<file path="config.mk">
export PLATFORM = sky130hd
export DESIGN_NAME = bpfix_div
export DESIGN_NICKNAME = d
export VERILOG_FILES = /design/src/rtl/bpfix_div.sv
export SDC_FILE = /design/constraint.sdc
export NUM_CORES = 1
export LEC_CHECK = 0
export BUFFER_PORTS_ARGS = -buffer_cell sky130_fd_sc_hd__buf_4
export CAP_MARGIN = 20
export CORE_MARGIN = 2
export CORE_UTILIZATION = 40
export CTS_CLUSTER_SIZE = 24
export DETAILED_ROUTE_END_ITERATION = 7
export PLACE_DENSITY = 0.63
export SYNTH_ARGS = -nofsm -noshare
export SYNTH_HDL_FRONTEND = slang
export SYNTH_SLANG_ARGS = --single-unit
</file>
<file path="constraint.sdc">
create_clock -name i_clk -period 2.8 [get_ports i_clk]
set_clock_uncertainty 0.2 [all_clocks]
set_input_delay 0.84 -clock i_clk [delete_from_list [all_inputs] [get_ports i_clk]]
set_output_delay 0.84 -clock i_clk [all_outputs]
set_load 0.02 [all_outputs]
</file>
<file path="src/rtl/bpfix_div.sv">
// ----------------------------------------------------------------------------
// bpfix_div
// Restoring divider, one quotient bit per cycle, for the neighbor mean.
// ----------------------------------------------------------------------------
module bpfix_div #(
    parameter int NUM_W = 20,
    parameter int DEN_W = 4
) (
    input  logic             i_clk,
    input  logic             i_rst_n,
    input  logic             i_start,
    input  logic [NUM_W-1:0] i_num,
    input  logic [DEN_W-1:0] i_den,
    output logic             o_done,
    output logic [NUM_W-1:0] o_quo
);

    localparam int CNT_W = $clog2(NUM_W + 1);

    logic [CNT_W-1:0] r_cnt;
    logic             r_done;
    logic [NUM_W-1:0] r_quo;
    logic [DEN_W-1:0] r_rem;
    logic [DEN_W-1:0] r_den;
    logic [DEN_W:0]   trial;
    logic             fits;

    // Trial subtract of the divisor from the shifted partial remainder
    assign trial = {r_rem, r_quo[NUM_W-1]};
    assign fits  = trial >= {1'b0, r_den};

    // Count the iterations and flag the last one
    always_ff @(posedge i_clk) begin
        if (!i_rst_n) begin
            r_cnt  <= '0;
            r_done <= 1'b0;
        end else if (i_start) begin
            r_cnt  <= CNT_W'(NUM_W);
            r_done <= 1'b0;
        end else begin
            r_done <= (r_cnt == CNT_W'(1));
            if (r_cnt != '0) begin
                r_cnt <= r_cnt - CNT_W'(1);
            end
        end
    end

    // Shift the dividend out and the quotient bits in
    always_ff @(posedge i_clk) begin
        if (i_start) begin
            r_quo <= i_num;
            r_rem <= '0;
            r_den <= i_den;
        end else if (r_cnt != '0) begin
            r_quo <= {r_quo[NUM_W-2:0], fits};
            r_rem <= fits ? DEN_W'(trial - {1'b0, r_den}) : trial[DEN_W-1:0];
        end
    end

    assign o_done = r_done;
    assign o_quo  = r_quo;

endmodule

</file>
==> impl_metrics.json, run 1 <==
{
  "outcome": "finished, final reports clean",
  "synth_edf_count": 24,
  "tns_ns": 0,
  "drtAntennaViolNets": 0,
  "routed_wl_um": 3020,
  "worstHoldPathType": "flop to flop",
  "drt_iter0_drc": 56,
  "synth_area_leaders": "edfxtp_1 45%, mux2_2 14%, dfxtp_1 13%",
  "cts_setup_buffers": 0,
  "areaGrowthSynthToFinish_pct": 30.9,
  "path_delay_family": "flip-flops",
  "viasPerCell": 5.07,
  "required_ns": 2.63,
  "cp_max_fo": 5,
  "synth_cells": 118,
  "relSlewSlack_pct": 62.0,
  "rows": 22,
  "ys_seq_elements": 34,
  "multi_input_area_um2": 626,
  "ff_latch_area_um2": 921,
  "synth.distinct_cells": 33,
  "antenna_found_initial": 0,
  "tightest_slew_ns": 0.569,
  "hold_viol": 0,
  "cts_tree": "built",
  "drive_above_1_share_pct": 45.6,
  "powerDensity_nw_per_um2": 778,
  "setup_viol": 0,
  "cts_resized": 0,
  "yosysWarnings": 0,
  "dp_hpwl_um": 2260,
  "yosys_most_used_dff": "edfxtp_1",
  "cap_violations": 0,
  "clkSinkCount": 34,
  "vias": 1111,
  "vdd_drop_max_mv": 0.371,
  "critPathBufInv": 1,
  "total_power_mw": 1.62,
  "layout_commonest_cell": "buf_4",
  "path_clk_slew_ns": 0.06,
  "grt_max_degree": 35,
  "netlist.area_leader.share_pct": 45.2,
  "nNetsFinal": 204,
  "n_antenna_cell": 0,
  "crit_path_start_kind": "flop",
  "grt_first_pass_wirelength_um": 4870,
  "start_util_pct": 42.5,
  "syn_area_per_cell_um2": 13.5,
  "fin_ws_ns": 0.721,
  "core_um2": 3740,
  "clk_path_buf_depth": 2,
  "place_congestion": 0.905,
  "fmax_ghz": 0.481,
  "gr-total-overflow": 0,
  "fin_crit_ns": 2.08,
  "p_leak_nw": 0.867,
  "cp_cell_sequence": "inv_1 > ha_1 > nor2b_1 > o221a_4 > or2_4 > mux2_2",
  "fp.dieH_um": 67.1,
  "slew_violations": 0,
  "cts_made_buffers": 5,
  "endpoint_kind": "flop",
  "num-fill-cells": 326,
  "grt_pass1_vias": 1115,
  "worstSetupPathType": "flop to flop",
  "ios": 48,
  "max_stage_delay_ns": 0.42,
  "track_usage_pct": 14.8,
  "layout_common_cells": "49 x buf_4, 24 x edfxtp_1, 20 x mux2_2, 10 x dfxtp_1, 8 x inv_1",
  "clockRootBuffer": "clkbuf_8",
  "dr.pass1.iters": 4,
  "port_buffers": 47,
  "cts_htree_levels": 2,
  "rsz0062_at_grt": "no",
  "synthesis.nets": 152,
  "dp_slack_ns": 0.635,
  "cpMaxStageDelayCell": "edfxtp_1",
  "finalCritPeriodShare_pct": 74.2,
  "wl_per_cell_um": 13.8,
  "clock_latency_ns": 0.28,
  "synth_async_sr_flop_share_pct": 0,
  "drc": 0,
  "ys_seq_area_share_pct": 57.8,
  "die_w_um": 67.1,
  "yosys.area.top_type": "edfxtp_1",
  "die_area_um2": 4500,
  "cts_hold_buf": 0,
  "syn_area_um2": 1590,
  "crit_arrival_ns": 1.91
}
==> through the flow <==
stage	cell area (um^2)	util (%)	hold WS, ns	instances
finish	2080	55.7	0.280	219
global placement	2000	53.5	0.262	211
floorplan	1590	-	0.249	118
detailed placement	2000	53.5	0.272	211
CTS	2080	55.7	0.282	219
global route	2080	55.7	0.308	219
==> routing by layer <==
metal | vias up | track usage [%] | part of all wire [%]
met5 | - | 0 | 0
met4 | 0 | 6.89 | 1.4
met3 | 5 | 5.57 | 6.3
met2 | 35 | 24.0 | 50
met1 | 525 | 17.2 | 43
li1 | 546 | - | -
==> report_power, final <==
group          internal [mW]  switching, mW  leakage, nW
sequential             0.658         0.0615        0.329
combinational          0.281          0.292        0.498
clock                  0.173          0.157       0.0399
total                   1.11          0.510        0.867
==> cells in the mapped netlist, types with 2 or more instances <==
master,count
nor4_1,2
nand2b_1,3
mux2_2,20
nor2b_1,3
o211ai_1,2
ha_1,6
xnor2_1,2
nor2_1,6
a21oi_1,2
a211oi_1,2
inv_1,8
edfxtp_1,24
or3_1,2
clkbuf_1,3
nand2_1,2
nand3b_1,2
dfxtp_1,10
nor3_1,4
==> area by class of cell <==
type / instances / area share (%)
flip-flops and latches: 34 / 44.2
multi-input cells: 72 / 30.0
repair buffers: 49 / 17.6
clock buffers: 7 / 3.66
well taps: 48 / 2.88
inverters: 8 / 1.44
clock inverters: 1 / 0.180
==> state kept, by name, indices dropped and copies added, names as in the netlist <==
| signal | count |
|---|---|
| r_den | 4 |
| r_rem | 4 |
| o_done | 1 |
| o_quo | 20 |
| r_cnt | 5 |
==> worst paths after layout <==
check             depth (start not counted)               endpoint             startpoint  slack (ns)
setup / recovery                          6     o_quo[0]$_DFFE_PP_     r_den[1]$_DFFE_PP_        0.72
hold / removal                            2  r_rem[3]$_SDFFE_PP0P_  r_rem[3]$_SDFFE_PP0P_        0.28
setup reg to reg                          6     o_quo[0]$_DFFE_PP_     r_den[1]$_DFFE_PP_        0.72
hold reg to reg                           2  r_rem[3]$_SDFFE_PP0P_  r_rem[3]$_SDFFE_PP0P_        0.28
==> worst register-to-register path: cells and delay by family, from the launching register on <==
family	cells	cell delay, ns
DFF	1	0.42
and+or+nand+nor	2	0.41
AOI/OAI and AO/OA	1	0.26
muxes	1	0.25
adders and majority gates	1	0.23
buffers and inverters	1	0.08
==> kinds of logic (layout without fill, tap and decap cells) <==
group | count (synthesis) | count (layout) | share of synthesized area, %
muxes | 20 | 20 | 14.1
AOI/OAI and AO/OA | 14 | 14 | 7.31
DFF | 34 | 34 | 57.8
adders and majority gates | 7 | 7 | 5.97
xor gates and xnor gates | 2 | 2 | 1.10
and+or+nand+nor | 29 | 29 | 10.8
buffers and inverters | 12 | 65 | 2.91
Note: power is estimated with default switching activity, not from simulation.
==> run 2: changes to the inputs <==
- PLACE_DENSITY: 0.63 -> 0.65
- clock period: 2.8 -> 1.7 ns (I/O delays scaled with it)
==> impl_metrics.json, run 2 (synthesis results as in run 1) <==
{
  "grt_max_degree": 28,
  "endpoint_kind": "flop",
  "n_antenna_cell": 0,
  "fp.dieH_um": 67.1,
  "largest_reg_flops": 20,
  "areaGrowthSynthToFinish_pct": 50.1,
  "p_leak_nw": 1.03,
  "cts_hold_buf": 0,
  "rsz0062_at_grt": "yes",
  "dp_hpwl_um": 2630,
  "stdcell_area_um2": 2390,
  "layout_commonest_cell": "buf_4",
  "relSlewSlack_pct": 76.7,
  "clk_path_buf_depth": 2,
  "layout_common_cells": "67 x buf_4, 24 x edfxtp_1, 20 x mux2_2, 10 x dfxtp_1",
  "place_congestion": 0.793,
  "fin_crit_ns": 1.97,
  "ff_latch_area_um2": 921,
  "finalCritPeriodShare_pct": 116,
  "clockRootBuffer": "clkbuf_8",
  "path_clk_slew_ns": 0.07,
  "cts_htree_levels": 2,
  "cp_max_fo": 3,
  "hold_depth": 1,
  "antenna_found_initial": 0,
  "crit_arrival_ns": 1.81,
  "worstHoldPathType": "input port to flop",
  "clkSinkCount": 34,
  "core_um2": 3740,
  "vias": 1238,
  "outcome": "finished with violations",
  "powerDensity_nw_per_um2": 1320,
  "fmax_ghz": 0.507,
  "nNetsFinal": 229,
  "worstSetupPathType": "flop to flop",
  "crit_path_start_kind": "flop",
  "track_usage_pct": 17.3,
  "total_power_mw": 3.16,
  "dp_slack_ns": -0.315,
  "setup_viol": 5,
  "multi_input_area_um2": 729,
  "port_buffers": 47,
  "routed_wl_um": 3770,
  "cts_made_buffers": 5,
  "cap_violations": 0,
  "cts_tree": "built",
  "viasPerCell": 5.07,
  "slew_violations": 0,
  "drive_above_1_share_pct": 59.7,
  "drt_iter0_drc": 43,
  "clock_latency_ns": 0.28,
  "wl_per_cell_um": 15.5,
  "placed_area_um2": 2150,
  "required_ns": 1.54,
  "gr-total-overflow": 0,
  "tightest_slew_ns": 0.346,
  "drtAntennaViolNets": 0,
  "vdd_drop_max_mv": 0.752,
  "hold_viol": 0,
  "rows": 22,
  "ios": 48,
  "num-fill-cells": 325,
  "r2r_cells": 6,
  "grt_pass1_vias": 1276,
  "start_util_pct": 42.5,
  "die_w_um": 67.1,
  "fin_ws_ns": -0.272,
  "die_area_um2": 4500,
  "fin_util_pct": 63.9,
  "violations": "setup timing",
  "drc": 0,
  "grt_first_pass_wirelength_um": 5730,
  "dr.pass1.iters": 4
}
-- run 2: cell count changes in the layout (fill, tap and decap cells not counted), moves of 3 or more --
| cell | previous run | this run |
|---|---|---|
| ha_1 | 6 | 3 |
| nand2b_4 | 0 | 3 |
| inv_1 | 8 | 4 |
| ha_4 | 0 | 3 |
| buf_4 | 49 | 67 |
| buf_6 | 0 | 4 |
| inv_2 | 0 | 4 |
-- run 2: what timing repair did --
action / 4_1_cts / 5_1_grt
pin swaps: 2 / 2
gates cloned: 1 / 2
setup buffers: 4 / 3
setup endpoints to repair: 26 / 28
resized for setup: 5 / 11
-- run 2: final timing paths --
| check | endpoint | start | slack [ns] |
|---|---|---|---|
| worst min register to register | r_rem[3]$_SDFFE_PP0P_ | r_rem[3]$_SDFFE_PP0P_ | 0.32 |
| worst max-delay path | o_quo[0]$_DFFE_PP_ | r_den[1]$_DFFE_PP_ | -0.27 |
| worst max register to register | o_quo[0]$_DFFE_PP_ | r_den[1]$_DFFE_PP_ | -0.27 |
| worst min-delay path | r_den[0]$_DFFE_PP_ | i_den[0] | 0.20 |
-- run 2: area by class of cell --
cell class | instances | area share (%)
flip-flops and latches | 34 | 38.5
multi-input cells | 74 | 30.5
repair buffers | 72 | 23.4
clock buffers | 7 | 3.61
well taps | 48 | 2.51
inverters | 8 | 1.26
clock inverters | 1 | 0.209
-- run 2: routing by layer --
metal / global-route usage (%) / vias up / routed length [um]
met5: 0 / - / 0
met1: 18.4 / 590 / 1430
met2: 32.2 / 41 / 2020
li1: - / 597 / -
met4: 4.85 / 0 / 68
met3: 5.74 / 10 / 251
-- run 2: worst max-delay path, cell delays in order (launching register included) --
cell and delay, ns:
edfxtp_1 0.40, inv_2 0.09, ha_4 0.19, nor2b_4 0.13, o221a_4 0.23, or2_4 0.24
mux2_2 0.25
-- run 2: report_power, final --
| part | total [mW] | switching (mW) | internal [mW] |
|---|---|---|---|
| logic | 1.36 | 0.622 | 0.737 |
| clock network | 0.615 | 0.288 | 0.327 |
| registers | 1.19 | 0.107 | 1.08 |
-- run 2: per-stage QoR --
step / setup TNS (ns) / instances / hold WS, ns
final: -1.01 / 244 / 0.205
after global routing: -1.24 / 244 / 0.200
after CTS: -1.01 / 239 / 0.200
after detailed placement: -1.97 / 227 / 0.288
after global placement: -1.33 / 227 / 0.268
after floorplan: -0.538 / 118 / 0.249
==> run 3: changes to the inputs <==
- SKIP_CTS_REPAIR_TIMING: not set -> 1
==> impl_metrics.json, run 3 (synthesis results as in run 1) <==
{
  "place_congestion": 0.793,
  "areaGrowthSynthToFinish_pct": 50.1,
  "drive_above_1_share_pct": 60.7,
  "clockRootBuffer": "clkbuf_8",
  "min_to": "r_den[0]$_DFFE_PP_",
  "rows": 22,
  "slew_violations": 0,
  "power_frac_clock_pct": 19.5,
  "die_w_um": 67.1,
  "cp_max_fo": 4,
  "r2r_cells": 6,
  "num-fill-cells": 325,
  "dr.pass1.iters": 4,
  "clk_path_buf_depth": 2,
  "start_util_pct": 42.5,
  "r2r-start": "r_den[1]$_DFFE_PP_",
  "drc": 0,
  "dp_cells": 227,
  "cts_htree_levels": 2,
  "hold_viol": 0,
  "relSlewSlack_pct": 77.8,
  "drtAntennaViolNets": 0,
  "grt_first_pass_wirelength_um": 5420,
  "fin_crit_ns": 2.02,
  "finalCritPeriodShare_pct": 119,
  "p_int_mw": 2.15,
  "endpoint_kind": "flop",
  "gr-total-overflow": 0,
  "cts_tree": "built",
  "ff2ff_setup_slack_ns": -0.32,
  "fp.dieH_um": 67.1,
  "drt_iter0_drc": 30,
  "wl_per_cell_um": 15.5,
  "hold_depth": 1,
  "regToRegEndpoint": "o_quo[0]$_DFFE_PP_",
  "routed_wl_um": 3780,
  "outcome": "finished with violations",
  "power_frac_seq_pct": 37.3,
  "largest_reg_flops": 20,
  "fmax_ghz": 0.496,
  "min_from": "i_den[0]",
  "multi_input_area_um2": 733,
  "ios": 48,
  "p_leak_nw": 1.02,
  "total_power_mw": 3.19,
  "cts_made_buffers": 5,
  "dp_hpwl_um": 2630,
  "tightest_slew_ns": 0.332,
  "ff_latch_area_um2": 921,
  "placed_area_um2": 2150,
  "antenna_found_initial": 0,
  "vdd_drop_max_mv": 0.765,
  "swShare_pct": 32.5,
  "required_ns": 1.54,
  "nNetsFinal": 229,
  "fin_util_pct": 63.9,
  "tns_ns": -1.13,
  "finalNonFillerCells": 244,
  "core_um2": 3740,
  "power.switching_mw": 1.04,
  "violations": "setup timing",
  "die_area_um2": 4500,
  "fin_ws_ns": -0.317,
  "setup_viol": 5,
  "track_usage_pct": 16.4,
  "port_buffers": 47,
  "crit_start": "r_den[1]$_DFFE_PP_",
  "path_clk_slew_ns": 0.08,
  "worstSetupPathType": "flop to flop",
  "grt_max_degree": 27,
  "grt_pass1_vias": 1233,
  "layout_commonest_cell": "buf_4",
  "cap_violations": 0,
  "crit_path_start_kind": "flop",
  "rsz0062_at_grt": "yes",
  "worstHoldPathType": "input port to flop",
  "powerDensity_nw_per_um2": 1330,
  "viasPerCell": 5.05,
  "layout_common_cells": "68 x buf_4, 24 x edfxtp_1, 20 x mux2_2, 10 x dfxtp_1",
  "crit_arrival_ns": 1.86,
  "vias": 1233,
  "stdcell_area_um2": 2390,
  "clkSinkCount": 34,
  "clock_latency_ns": 0.28,
  "p_comb_share_pct": 43.2,
  "hold_ws_ns": 0.206,
  "n_antenna_cell": 0,
  "dp_slack_ns": -0.315
}
[run 3: per-layer routing]
metal  part of all wire, %  GRT usage [%]  wire length, um
met5                     0              0                0
met4                  0.48           3.06               18
met3                   5.3           6.08              201
met2                    54           30.6             2030
met1                    40           17.6             1520
[run 3: worst max-delay path by stage]
stage,end,slack [ns]
after floorplan,o_quo[0]$_DFFE_PP_,-0.29
after global placement,o_quo[0]$_DFFE_PP_,-0.27
after detailed placement,o_quo[0]$_DFFE_PP_,-0.32
after CTS,o_quo[0]$_DFFE_PP_,-0.32
after global routing,o_quo[0]$_DFFE_PP_,-0.34
final,o_quo[0]$_DFFE_PP_,-0.32
[run 3: power groups by stage]
| stage | logic [mW] | registers (mW) | clock network (mW) |
|---|---|---|---|
| final | 1.38 | 1.19 | 0.621 |
| after global routing | 1.49 | 1.21 | 0.652 |
| after CTS | 1.17 | 1.18 | 0.626 |
| after detailed placement | 1.17 | 1.20 | 0 |
| after global placement | 1.13 | 1.19 | 0 |
| after floorplan | 0.542 | 1.30 | 0 |
[run 3: area by class of cell]
| class | instances | share of cell area, % |
|---|---|---|
| flip-flops and latches | 34 | 38.5 |
| multi-input cells | 74 | 30.7 |
| repair buffers | 72 | 23.2 |
| clock buffers | 7 | 3.61 |
| well taps | 48 | 2.51 |
| inverters | 8 | 1.26 |
| clock inverters | 1 | 0.209 |
[run 3: critical path: stages, from the launching register on]
cell and delay (ns):
edfxtp_1 0.41, inv_2 0.09, ha_4 0.19, nor2b_4 0.12
o221a_4 0.23, or2_4 0.27, mux2_2 0.26
